--- src/rtl/bgs_pkg.sv ---
// Shared types and constants for the bilinear grid sampler.
// Used by bgs_mac, bgs_div and the top level; depends on nothing else.
`timescale 1ns / 1ps
`default_nettype none

package bgs_pkg;

	// Field and datapath widths
	localparam int COORD_W  = 32;              // signed Q24.8 coordinates and bounds
	localparam int DIM_W    = 11;              // grid width and height registers
	localparam int VAL_W    = 16;              // Q1.15 densities
	localparam int FRAC_W   = 16;              // fraction of the scaled position
	localparam int POS_W    = DIM_W + FRAC_W;  // scaled position, cell and fraction
	localparam int Q_W      = 28;              // quotient bits, even for two bits a cycle
	localparam int REM_W    = 33;              // divisor and remainder width
	localparam int DIV_PRE  = Q_W - FRAC_W;    // product bits above the shifted-in part
	localparam int MUL_A_W  = 33;
	localparam int MUL_B_W  = 17;
	localparam int ACC_W    = MUL_A_W + MUL_B_W;

	localparam int CFG_IDX_W  = 3;
	localparam int CFG_DATA_W = 32;

	// Operation codes
	localparam logic OP_WRITE  = 1'b0;
	localparam logic OP_SAMPLE = 1'b1;

	// Register indexes
	localparam logic [CFG_IDX_W-1:0] CFG_GRID_WIDTH   = 3'd0;
	localparam logic [CFG_IDX_W-1:0] CFG_GRID_HEIGHT  = 3'd1;
	localparam logic [CFG_IDX_W-1:0] CFG_BOUNDS_MIN_X = 3'd2;
	localparam logic [CFG_IDX_W-1:0] CFG_BOUNDS_MIN_Y = 3'd3;
	localparam logic [CFG_IDX_W-1:0] CFG_BOUNDS_MAX_X = 3'd4;
	localparam logic [CFG_IDX_W-1:0] CFG_BOUNDS_MAX_Y = 3'd5;
	localparam logic [CFG_IDX_W-1:0] CFG_BOUNDS_VALID = 3'd6;
	localparam logic [CFG_IDX_W-1:0] CFG_FALLBACK     = 3'd7;

	// Numeric constants
	localparam logic [VAL_W-1:0]          ONE_Q15    = 16'h8000;
	localparam logic [MUL_B_W-1:0]        ONE_FRAC   = 17'h1_0000;
	localparam logic signed [REM_W-1:0]   MIN_EXTENT = 33'sd256;
	localparam logic [ACC_W-1:0]          ROUND_HALF = 50'h0_0000_8000_0000;

	// One operation for the shared multiply-accumulate unit
	typedef struct packed {
		logic               issue;
		logic               clear;
		logic [MUL_A_W-1:0] a;
		logic [MUL_B_W-1:0] b;
	} mac_op_t;

endpackage

`default_nettype wire

--- src/rtl/bgs_mac.sv ---
// Shared multiply-accumulate unit: a registered 33x17 product, then an accumulator.
// The registered product is then added into acc. Uses bgs_pkg.
`timescale 1ns / 1ps
`default_nettype none

module bgs_mac
	import bgs_pkg::*;
(
	input  wire               clk,
	input  wire               arst_n,
	input  mac_op_t           op,
	output logic [ACC_W-1:0]  acc
);

	logic             v_s1;
	logic             clr_s1;
	logic [ACC_W-1:0] prod_s1;
	logic [ACC_W-1:0] acc_q;

	always_ff @(posedge clk or negedge arst_n) begin
		if (!arst_n) begin
			v_s1 <= 1'b0;
		end else begin
			v_s1 <= op.issue;
		end
	end

	always_ff @(posedge clk) begin
		prod_s1 <= ACC_W'(op.a) * ACC_W'(op.b);
		clr_s1  <= op.clear;
		if (v_s1) begin
			acc_q <= (clr_s1 ? '0 : acc_q) + prod_s1;
		end
	end

	assign acc = acc_q;

endmodule

`default_nettype wire

--- config.mk ---
export PLATFORM = sky130hd
export DESIGN_NAME = bgs_mac
export DESIGN_NICKNAME = d
export VERILOG_FILES = /design/src/rtl/bgs_pkg.sv /design/src/rtl/bgs_mac.sv
export SDC_FILE = /design/constraint.sdc
export NUM_CORES = 2
export LEC_CHECK = 0
export BUFFER_PORTS_ARGS = -buffer_cell sky130_fd_sc_hd__buf_4
export CORE_ASPECT_RATIO = 1.25
export CORE_UTILIZATION = 55
export CTS_CLUSTER_SIZE = 24
export DETAILED_ROUTE_END_ITERATION = 8
export PLACE_DENSITY_LB_ADDON = 0.15
export SLEW_MARGIN = 10
export SYNTH_ARGS = -nofsm -noshare
export SYNTH_HDL_FRONTEND = slang
export SYNTH_SLANG_ARGS = --single-unit
--- constraint.sdc ---
create_clock -name clk -period 4.65 [get_ports clk]
set_input_delay 1.1625 -clock clk [delete_from_list [all_inputs] [get_ports clk]]
set_output_delay 1.1625 -clock clk [all_outputs]
set_load 0.05 [all_outputs]
==> results.yml <==
synth:
  async_flop_share_pct: 0.980
  synth.avg_cell_area_sq_um: 8.85
  ys_top_cells_by_area: "fa_1, ha_1, inv_1"
  ys_dominant_reg_cell: "dfxtp_1"
  synth_seq_cells: 102
  synth-seq-area-share_pct: 10.9
  synth_fp_nets: 3343
  netlist_instances: 2651
  yosysWarningCount: 0
  yosys.area.top_type_share_pct: 39.7
  synth_area_sq_um: 23500
  yosys.area.top_type: "fa_1"
  synth_edf_count: 50
  ys_types: 68
worst_setup_path:
  arrival_ns: 6.67
  worst_r2r_path_depth: 13
  path_cells: "buf_12 -> buf_6 -> and2_4 -> fa_2 -> fa_2 -> fa_2 -> fa_2 -> fa_1 -> inv_1 -> fa_1 -> inv_2 -> ha_4 -> a21o_1 -> a21o_1 -> a221oi_2 -> o21ai_2 -> a21oi_2 -> o211ai_1 -> a31oi_1 -> nand2b_4 -> o21ai_2 -> xnor2_1"
  cp_top_family: "adder cells"
  critPathMaxFanout: 5
  max_stage_delay_ns: 0.61
  cp-startpoint: "op[16]"
  rr_startpoint: "clr_s1$_DFF_P_"
  crit_path_top_delay_cell: "fa_2"
  end_kind: "register"
  critical_path.most_common_cell: "fa_2"
  worst-path-buf-inv: 4
  start_kind: "input pin"
  cp.required_ns: 4.89
  ff2ff_setup_slack_ns: 0.68
  crit_type: "in2reg"
  r2r-end: "acc[49]$_DFFE_PP_"
clock_tree:
  htree_num_levels: 3
  numCtsBuffers: 9
  path_clk_slew_ns: 0.06
  numClockSinks: 102
  clk-insertion-delay-late_ns: 0.36
  cts_tree: "built"
  cts_root_buf: "clkbuf_16"
  ctsHoldBuffers: 0
  clk_path_buf_depth: 2
detailed_routing:
  dr.pass1.iters: 5
  drt_wl_total_um: 64100
  drtAntennaViolNets: 0
  drc: 0
  first_iter_violations: 960
  vias_per_cell: 5.38
  wire_per_inst_um: 18.1
  route.vias.total: 19000
sta:
  hold_viol_final: 0
  post-route-period-util_pct: 138
  rsz0062_at_grt: "yes"
  tightest_slew_ns: 1.10
  setup_slack_ns: -1.77
  fmax_ghz: 0.156
  setup_viol: 41
  relSlewSlack_pct: 26.6
  period_minus_slack_ns: 6.42
  drv_slew: 0
  skew_ns: 0.00433
placed_design:
  placed_area_sq_um: 27100
  dpl.hpwl_um: 51700
  gp_congestion: 0.972
  io_buffers: 103
floorplanning:
  row_count: 84
  dieArea_sq_um: 43500
  die_h_um: 233
  die_w_um: 187
  initial_core_util_pct: 55.8
  core_area_sq_um: 42000
  ios: 104
layout:
  final_area_sq_um: 29100
  antennaDiodeCount: 0
  fin_util_pct: 69.2
  drive_gt1_share_pct: 23.5
  final_nets: 3664
  syn_to_final_growth_pct: 24.0
  fillers: 3271
grt:
  grt_max_degree: 51
  grt_remaining_overflow: 0
  grt_usage_pct: 30.5
  grt_pass1_wl_um: 105000
  antenna_found_initial: 0
  first_global_vias: 20900
worst_hold_path:
  holdCritPathClass: "reg2reg"
  hold_path.startpoint: "prod_s1[0]$_DFF_P_"
  min_to: "acc[0]$_DFFE_PP_"
  hold_path_depth: 1
run_status:
  status: "finished, violations left"
  violations: "setup timing"
job:
  maxCapViolations: 0
## per-layer routing
layer  wire length [um]  global-route usage [%]  vias to the layer above
met4               2620                    11.5                        0
met1              25300                    37.2                     9433
li1                   -                       -                     8679
met3               3920                    4.16                      166
met2              32200                    54.8                      736
met5                  0                       0                        -
## worst max path at each step
| stage | slack (ns) | to | cells after the start |
|---|---|---|---|
| finish | -1.77 | prod_s1[45]$_DFF_P_ | 22 |
| global route | -1.95 | prod_s1[45]$_DFF_P_ | 22 |
| CTS | -1.75 | prod_s1[45]$_DFF_P_ | 22 |
| detailed placement | -2.35 | prod_s1[48]$_DFF_P_ | 23 |
| global placement | -2.26 | prod_s1[49]$_DFF_P_ | 24 |
| floorplan | -1.92 | prod_s1[48]$_DFF_P_ | 22 |
## Yosys cell counts (all sizes together) (22+ instances only)
master  number
ha         173
nand4       22
and2       222
edfxtp      50
dfxtp       51
a21oi       95
nor2b       55
a21o        60
nand2      413
clkbuf     116
inv        557
xnor2       67
xor2        28
o21ai       63
nand3       25
fa         465
nor2        52
## cells in the final DEF (no fill, tap or decap), drive strengths merged, types with 10 or more instances in the layout
cell type,instances
a21o,60
a21oi,95
a31oi,16
and2,222
buf,430
clkbuf,13
dfxtp,51
edfxtp,50
fa,465
ha,173
inv,558
nand2,413
nand2b,10
nand3,25
nand4,22
nor2,52
nor2b,55
nor3,11
o21ai,63
o21bai,16
xnor2,67
xor2,28
## state kept, by name, summed over array words and instances, names as in the netlist
register,flops
prod_s1,50
acc,50
v_s1,1
clr_s1,1
## final cells by class
class                   count  area [sq um]  share of cell area, %
well taps                 559           699                   2.40
clock buffers              12           246                  0.847
multi-input cells        1870         19500                   67.1
clock inverters             4          21.3                 0.0731
inverters                 557          2090                   7.18
repair buffers            432          3960                   13.6
flip-flops and latches    102          2550                   8.76
## kinds of logic (layout without fill, tap and decap cells)
family | Yosys count | after routing | synth area share (%)
buffers and inverters | 679 | 1005 | 10.9
DFF | 102 | 102 | 10.9
xor gates and xnor gates | 95 | 95 | 3.55
AOI/OAI and AO/OA | 302 | 302 | 8.56
and+or+nand+nor | 835 | 835 | 17.2
adders and majority gates | 638 | 638 | 48.9
## per-stage QoR
stage                     cells  setup TNS [ns]  hold slack (ns)  setup WS (ns)
after floorplan            2651          -51.79            0.508          -1.92
after global placement     3477          -69.68            0.523          -2.26
after detailed placement   3477          -72.61            0.542          -2.35
after CTS                  3525          -50.09            0.547          -1.75
after global routing       3536          -57.47            0.551          -1.95
final                      3536          -52.18            0.550          -1.77
## what timing repair did
action / 4_1_cts / 5_1_grt
buffers inserted: 31 / 16
cloned: 6 / 1
setup endpoints to repair: 41 / 42
pin swaps: 139 / 92
endpoints found under the hold margin: 0 / 0
gates resized for setup: 232 / 84
Power is left out: the tool's default activity adds up to more than one toggle a clock period on the data nets, which glitch-free logic cannot reach.
