==> src/rtl/bgs_pkg.sv <==
// Shared types and constants for the bilinear grid sampler.
// Used by bgs_mac, bgs_div and the top level; depends on nothing else.
`timescale 1ns / 1ps
`default_nettype none

package bgs_pkg;

	// Field and datapath widths
	localparam int COORD_W  = 32;              // signed Q24.8 coordinates and bounds
	localparam int DIM_W    = 11;              // grid width and height registers
	localparam int VAL_W    = 16;              // Q1.15 densities
	localparam int FRAC_W   = 16;              // fraction of the scaled position
	localparam int POS_W    = DIM_W + FRAC_W;  // scaled position, cell and fraction
	localparam int Q_W      = 28;              // quotient bits, even for two bits a cycle
	localparam int REM_W    = 33;              // divisor and remainder width
	localparam int DIV_PRE  = Q_W - FRAC_W;    // product bits above the shifted-in part
	localparam int MUL_A_W  = 33;
	localparam int MUL_B_W  = 17;
	localparam int ACC_W    = MUL_A_W + MUL_B_W;

	localparam int CFG_IDX_W  = 3;
	localparam int CFG_DATA_W = 32;

	// Operation codes
	localparam logic OP_WRITE  = 1'b0;
	localparam logic OP_SAMPLE = 1'b1;

	// Register indexes
	localparam logic [CFG_IDX_W-1:0] CFG_GRID_WIDTH   = 3'd0;
	localparam logic [CFG_IDX_W-1:0] CFG_GRID_HEIGHT  = 3'd1;
	localparam logic [CFG_IDX_W-1:0] CFG_BOUNDS_MIN_X = 3'd2;
	localparam logic [CFG_IDX_W-1:0] CFG_BOUNDS_MIN_Y = 3'd3;
	localparam logic [CFG_IDX_W-1:0] CFG_BOUNDS_MAX_X = 3'd4;
	localparam logic [CFG_IDX_W-1:0] CFG_BOUNDS_MAX_Y = 3'd5;
	localparam logic [CFG_IDX_W-1:0] CFG_BOUNDS_VALID = 3'd6;
	localparam logic [CFG_IDX_W-1:0] CFG_FALLBACK     = 3'd7;

	// Numeric constants
	localparam logic [VAL_W-1:0]          ONE_Q15    = 16'h8000;
	localparam logic [MUL_B_W-1:0]        ONE_FRAC   = 17'h1_0000;
	localparam logic signed [REM_W-1:0]   MIN_EXTENT = 33'sd256;
	localparam logic [ACC_W-1:0]          ROUND_HALF = 50'h0_0000_8000_0000;

	// One operation for the shared multiply-accumulate unit
	typedef struct packed {
		logic               issue;
		logic               clear;
		logic [MUL_A_W-1:0] a;
		logic [MUL_B_W-1:0] b;
	} mac_op_t;

endpackage

`default_nettype wire

==> src/rtl/bgs_div.sv <==
// Restoring divider that retires two quotient bits a cycle.
// The caller guarantees the initial remainder is below the divisor. Uses bgs_pkg.
`timescale 1ns / 1ps
`default_nettype none

module bgs_div
	import bgs_pkg::*;
(
	input  wire              clk,
	input  wire              arst_n,
	input  wire              start,
	input  wire [REM_W-1:0]  rem_init,
	input  wire [Q_W-1:0]    bits_in,
	input  wire [REM_W-1:0]  divisor,
	output logic             done,
	output logic [Q_W-1:0]   quotient
);

	localparam int STEPS = Q_W / 2;
	localparam int CNT_W = $clog2(STEPS + 1);

	logic [CNT_W-1:0] cnt_q;
	logic             done_q;
	logic [REM_W-1:0] rem_q;
	logic [REM_W-1:0] div_q;
	logic [Q_W-1:0]   shift_q;

	logic [REM_W:0]   r1;
	logic [REM_W:0]   r1s;
	logic [REM_W:0]   r2;
	logic [REM_W:0]   r2s;
	logic             q1;
	logic             q2;

	// The numerator bits shift out at the top while quotient bits enter at the bottom.
	always_comb begin
		r1  = {rem_q, shift_q[Q_W-1]};
		q1  = (r1 >= {1'b0, div_q});
		r1s = q1 ? (r1 - {1'b0, div_q}) : r1;
		r2  = {r1s[REM_W-1:0], shift_q[Q_W-2]};
		q2  = (r2 >= {1'b0, div_q});
		r2s = q2 ? (r2 - {1'b0, div_q}) : r2;
	end

	always_ff @(posedge clk or negedge arst_n) begin
		if (!arst_n) begin
			cnt_q  <= '0;
			done_q <= 1'b0;
		end else begin
			done_q <= 1'b0;
			if (start) begin
				cnt_q <= CNT_W'(STEPS);
			end else if (cnt_q != '0) begin
				cnt_q  <= cnt_q - CNT_W'(1);
				done_q <= (cnt_q == CNT_W'(1));
			end
		end
	end

	always_ff @(posedge clk) begin
		if (start) begin
			rem_q   <= rem_init;
			shift_q <= bits_in;
			div_q   <= divisor;
		end else if (cnt_q != '0) begin
			rem_q   <= r2s[REM_W-1:0];
			shift_q <= {shift_q[Q_W-3:0], q1, q2};
		end
	end

	assign done     = done_q;
	assign quotient = shift_q;

endmodule

`default_nettype wire

==> config.mk <==
export PLATFORM = sky130hd
export DESIGN_NAME = bgs_div
export DESIGN_NICKNAME = d
export VERILOG_FILES = /design/src/rtl/bgs_pkg.sv /design/src/rtl/bgs_div.sv
export SDC_FILE = /design/constraint.sdc
export NUM_CORES = 1
export LEC_CHECK = 0
export ABC_AREA = 1
export BUFFER_PORTS_ARGS = -buffer_cell sky130_fd_sc_hd__buf_2
export CAP_MARGIN = 10
export CORE_MARGIN = 10
export CORE_UTILIZATION = 65
export DETAILED_ROUTE_END_ITERATION = 7
export GPL_TIMING_DRIVEN = 0
export PLACE_DENSITY_LB_ADDON = 0.25
export SYNTH_ARGS = -nofsm -noshare
export SYNTH_HDL_FRONTEND = slang
export SYNTH_SLANG_ARGS = --single-unit
==> constraint.sdc <==
create_clock -name clk -period 7.8 [get_ports clk]
set_input_delay 0.39 -clock clk [delete_from_list [all_inputs] [get_ports clk]]
set_output_delay 0.39 -clock clk [all_outputs]
set_load 0.02 [all_outputs]
==> metrics <==
DR iter-0 viols 1177; r2r worst-path depth 25; Num CTS Buffers 9; GR Overflow Total 0; all-layer global routing usage between 30% and 40%; Final WS setup 2760 ps; CTS root buf clkbuf_16; worst hold start divisor[8]; syn_nets 1615; synthesized-area fraction occupied by and/or/nand/nor cells about two fifths; GR Util met3 about 6.4%; most used flip-flop cell after synthesis edfxtp_1; port buffer count approximately 130; gpl congestion 1.04; Final setup viols 0; pin count of the biggest net entering global routing between 40 and 50; skew final around 13 ps; CTS max path bufs 2; post_cts resized 0; Ys Warns 0; WP data arrival between 5000 and 6000 ps; number of synthesized flops with an enable pin 94; reg-to-reg setup timing slack 2760 ps; Clock Pin Slew Worst Setup and Hold Paths 80 ps; register area share after synthesis between 30% and 40%; core area 0.0146 mm²; share of cells above drive strength 1 between 10% and 20%; post-DP HPWL approximately 26000 µm; DR vias 10273; min cycle time layout a little over 5000 ps; main combinational cell family by area after synthesis simple AND/OR/NAND/NOR gates; async set or reset register ratio after synthesis 5.05%; Max Freq ~200 MHz; worst-margin pin slew a little under 1000 ps; crit start category flip-flop; die footprint 0.0203 mm²; Skew-Pair Late Insertion Delay roughly 370 ps; worst r2r src div_q[25]$_DFFE_PP_; netlist area before placement around 0.0097 mm²; #FFs+latches synth around 100; xor/xnor share of the synthesized area roughly 2.1%; area occupied by multi-input gates between 0.005 and 0.006 mm²; antenna violations before repair 0; GRT busiest layer met2; status finished, final reports clean; top cell type's share of synthesized area 29.0%; post-synthesis adder-cell area fraction 9.16%; setup slack at placement between 2000 and 3000 ps; Netlist cell types 46; Die Span Y between 100 and 150 µm; setup TNS 0 ps; most area-hungry cell type in the Yosys netlist edfxtp_1; Crit Reg-Reg Endpoint rem_q[31]$_DFFE_PP_; FP Rows 44; Setup CP Type flip-flop to flip-flop; critical path endpoint category flip-flop; global-route wire length before repair roughly 50000 µm; CP Max Fanout 10; final hold viol count 0; CTS tree yes; area grow syn2layout 12.2%; RSZ-0062 raised after global routing false; Hold Path Sink div_q[8]$_DFFE_PP_; required time of the critical path between 7000 and 8000 ps; maxcap violations 0; met1 Use GR 39.6%; Clock Sinks 99; mux contribution to synthesized area 0%; GRT met2 Usage about half; worst hold-check path type primary input to flip-flop; via/cell ratio around 5.8; Post-Synthesis Cells roughly 1400; 1st-pass router iterations 7; CTS H-tree lvls 3; DRC 0; Detailed Route WL approximately 32000 µm; Min-Delay Path Depth 1; vias in the first global route a little under 10000; wire per inst roughly 18 µm; Synth Area in Compound Gates 6.47%; Initial Util ~67%; FF/Latch Area just under 0.003 mm²; I/O pins approximately 130; Tcrit/Tclk final between 60% and 70%; top post-synthesis cells by area edfxtp_1 29%, nand2_1 21%, ha_1 8.7%, inv_1 8.2%, nand3_1 5.6%; antenna cells 0; Antenna Violating Nets Remaining 0; Max-slew headroom between 30% and 40%; Final Max Tran Viols 0; layout filler cell count about 1200; Avg Cell Area, Syn about 6.7 µm²; Die Wd approximately 140 µm; layout net count about 1800
[registers in the layout (all words and copies together), names as in the netlist]
name,flops
rem_q,33
done,1
cnt_q,4
quotient,28
div_q,33
[metrics by stage]
stage	util, %	cells	hold WS [ps]	area [µm²]
6_report	74.9	1775	184	10900
5_1_grt	74.9	1775	188	10900
4_1_cts	74.9	1775	188	10900
3_5_place_dp	72.7	1758	213	10600
3_3_place_gp	72.6	1757	212	10600
2_1_floorplan	-	1448	94.4	9730
[cells in the mapped netlist, types with 2 or more instances]
| library cell | number |
|---|---|
| buf_1 | 3 |
| or2_2 | 18 |
| ha_1 | 68 |
| edfxtp_1 | 94 |
| o21ai_0 | 23 |
| xnor2_1 | 4 |
| nand3_2 | 31 |
| xor2_1 | 19 |
| a21o_1 | 9 |
| inv_2 | 14 |
| dfrtp_1 | 5 |
| buf_2 | 7 |
| nor4_1 | 2 |
| nand3b_1 | 6 |
| o21bai_1 | 7 |
| inv_1 | 212 |
| fa_1 | 2 |
| nand2_2 | 13 |
| a21boi_0 | 3 |
| nand3_1 | 108 |
| and2_1 | 5 |
| o21a_1 | 2 |
| a21oi_1 | 55 |
| nand2_1 | 533 |
| nor2_1 | 100 |
| buf_6 | 8 |
| nor3_1 | 9 |
| o211ai_1 | 3 |
| clkbuf_1 | 11 |
| a31oi_1 | 2 |
| nor2_2 | 8 |
| and3_1 | 2 |
| nand4_1 | 47 |
| buf_4 | 3 |
[critical path: stages (launching register included)]
cell and delay (ps):
edfxtp_1 370, inv_1 160, ha_1 310, nand2_1 140, inv_2 60, a21oi_1 190, nand2_1 150, a21oi_2 190
nand4_4 220, inv_2 210, buf_4 230, nand2_1 60, nand2_1 90, ha_1 290, a21oi_1 160, nand2_1 100
a21oi_1 430, o21ai_0 380, nand2_1 140, nand3_1 210, nand2_1 170, nand2_1 60, nand2_1 60, nand2_1 110
nand3_2 100, nand3_1 140
[cell type report]
type | instances | area share, %
multi-input cells | 1091 | 52.5
well taps | 184 | 2.11
clock buffers | 9 | 2.06
flip-flops and latches | 99 | 27.0
repair buffers | 127 | 6.00
inverters | 226 | 7.77
clock inverters | 7 | 0.722
plain buffers | 32 | 1.83
[worst max path at each step]
stage	startpoint	to	slack (ps)	cells after the start
final	div_q[25]$_DFFE_PP_	rem_q[31]$_DFFE_PP_	2760	25
after global routing	div_q[25]$_DFFE_PP_	rem_q[31]$_DFFE_PP_	2420	25
after CTS	div_q[25]$_DFFE_PP_	rem_q[31]$_DFFE_PP_	2840	25
after detailed placement	div_q[25]$_DFFE_PP_	rem_q[31]$_DFFE_PP_	2860	25
after global placement	div_q[25]$_DFFE_PP_	rem_q[31]$_DFFE_PP_	2910	25
after floorplan	quotient[27]$_DFFE_PP_	rem_q[30]$_DFFE_PP_	3820	29
[cell usage in the layout, fill, tap and decap left out, drive strengths merged]
| cell | instances |
|---|---|
| nand2 | 547 |
| inv | 230 |
| buf | 147 |
| nand3 | 140 |
| nor2 | 110 |
| edfxtp | 94 |
| ha | 68 |
| a21oi | 56 |
| nand4 | 48 |
| o21ai | 24 |
| clkbuf | 20 |
| xor2 | 19 |
| or2 | 18 |
| nor3 | 9 |
| a21o | 9 |
| o21bai | 8 |
| nand3b | 6 |
| and2 | 5 |
| dfrtp | 5 |
| xnor2 | 4 |
| a21boi | 3 |
| o211ai | 3 |
| a31oi | 3 |
| nor4 | 3 |
| clkinv | 3 |
| and3 | 2 |
| o21a | 2 |
| fa | 2 |
| nor3b | 1 |
| a211o | 1 |
| dlygate4sd3 | 1 |
[cells by family after synthesis]
kind of cell / count (synthesis)
simple gates: 889
flops: 99
fa+ha+maj: 70
xor+xnor: 23
buf+inv: 258
compound gates: 109
[repair_timing]
item | 4_1_cts | 5_1_grt
hold buffers | 1 | 0
buffers inserted | 0 | 0
hold endpoints to repair | 5 | 0
[layer usage]
metal,up-vias,routed length (µm)
met5,-,0
met4,0,1100
met3,74,3290
met2,567,14900
met1,4673,12800
li1,4959,-
Power is left out: the tool's default activity adds up to more than one toggle a clock period on the data nets, which glitch-free logic cannot reach.
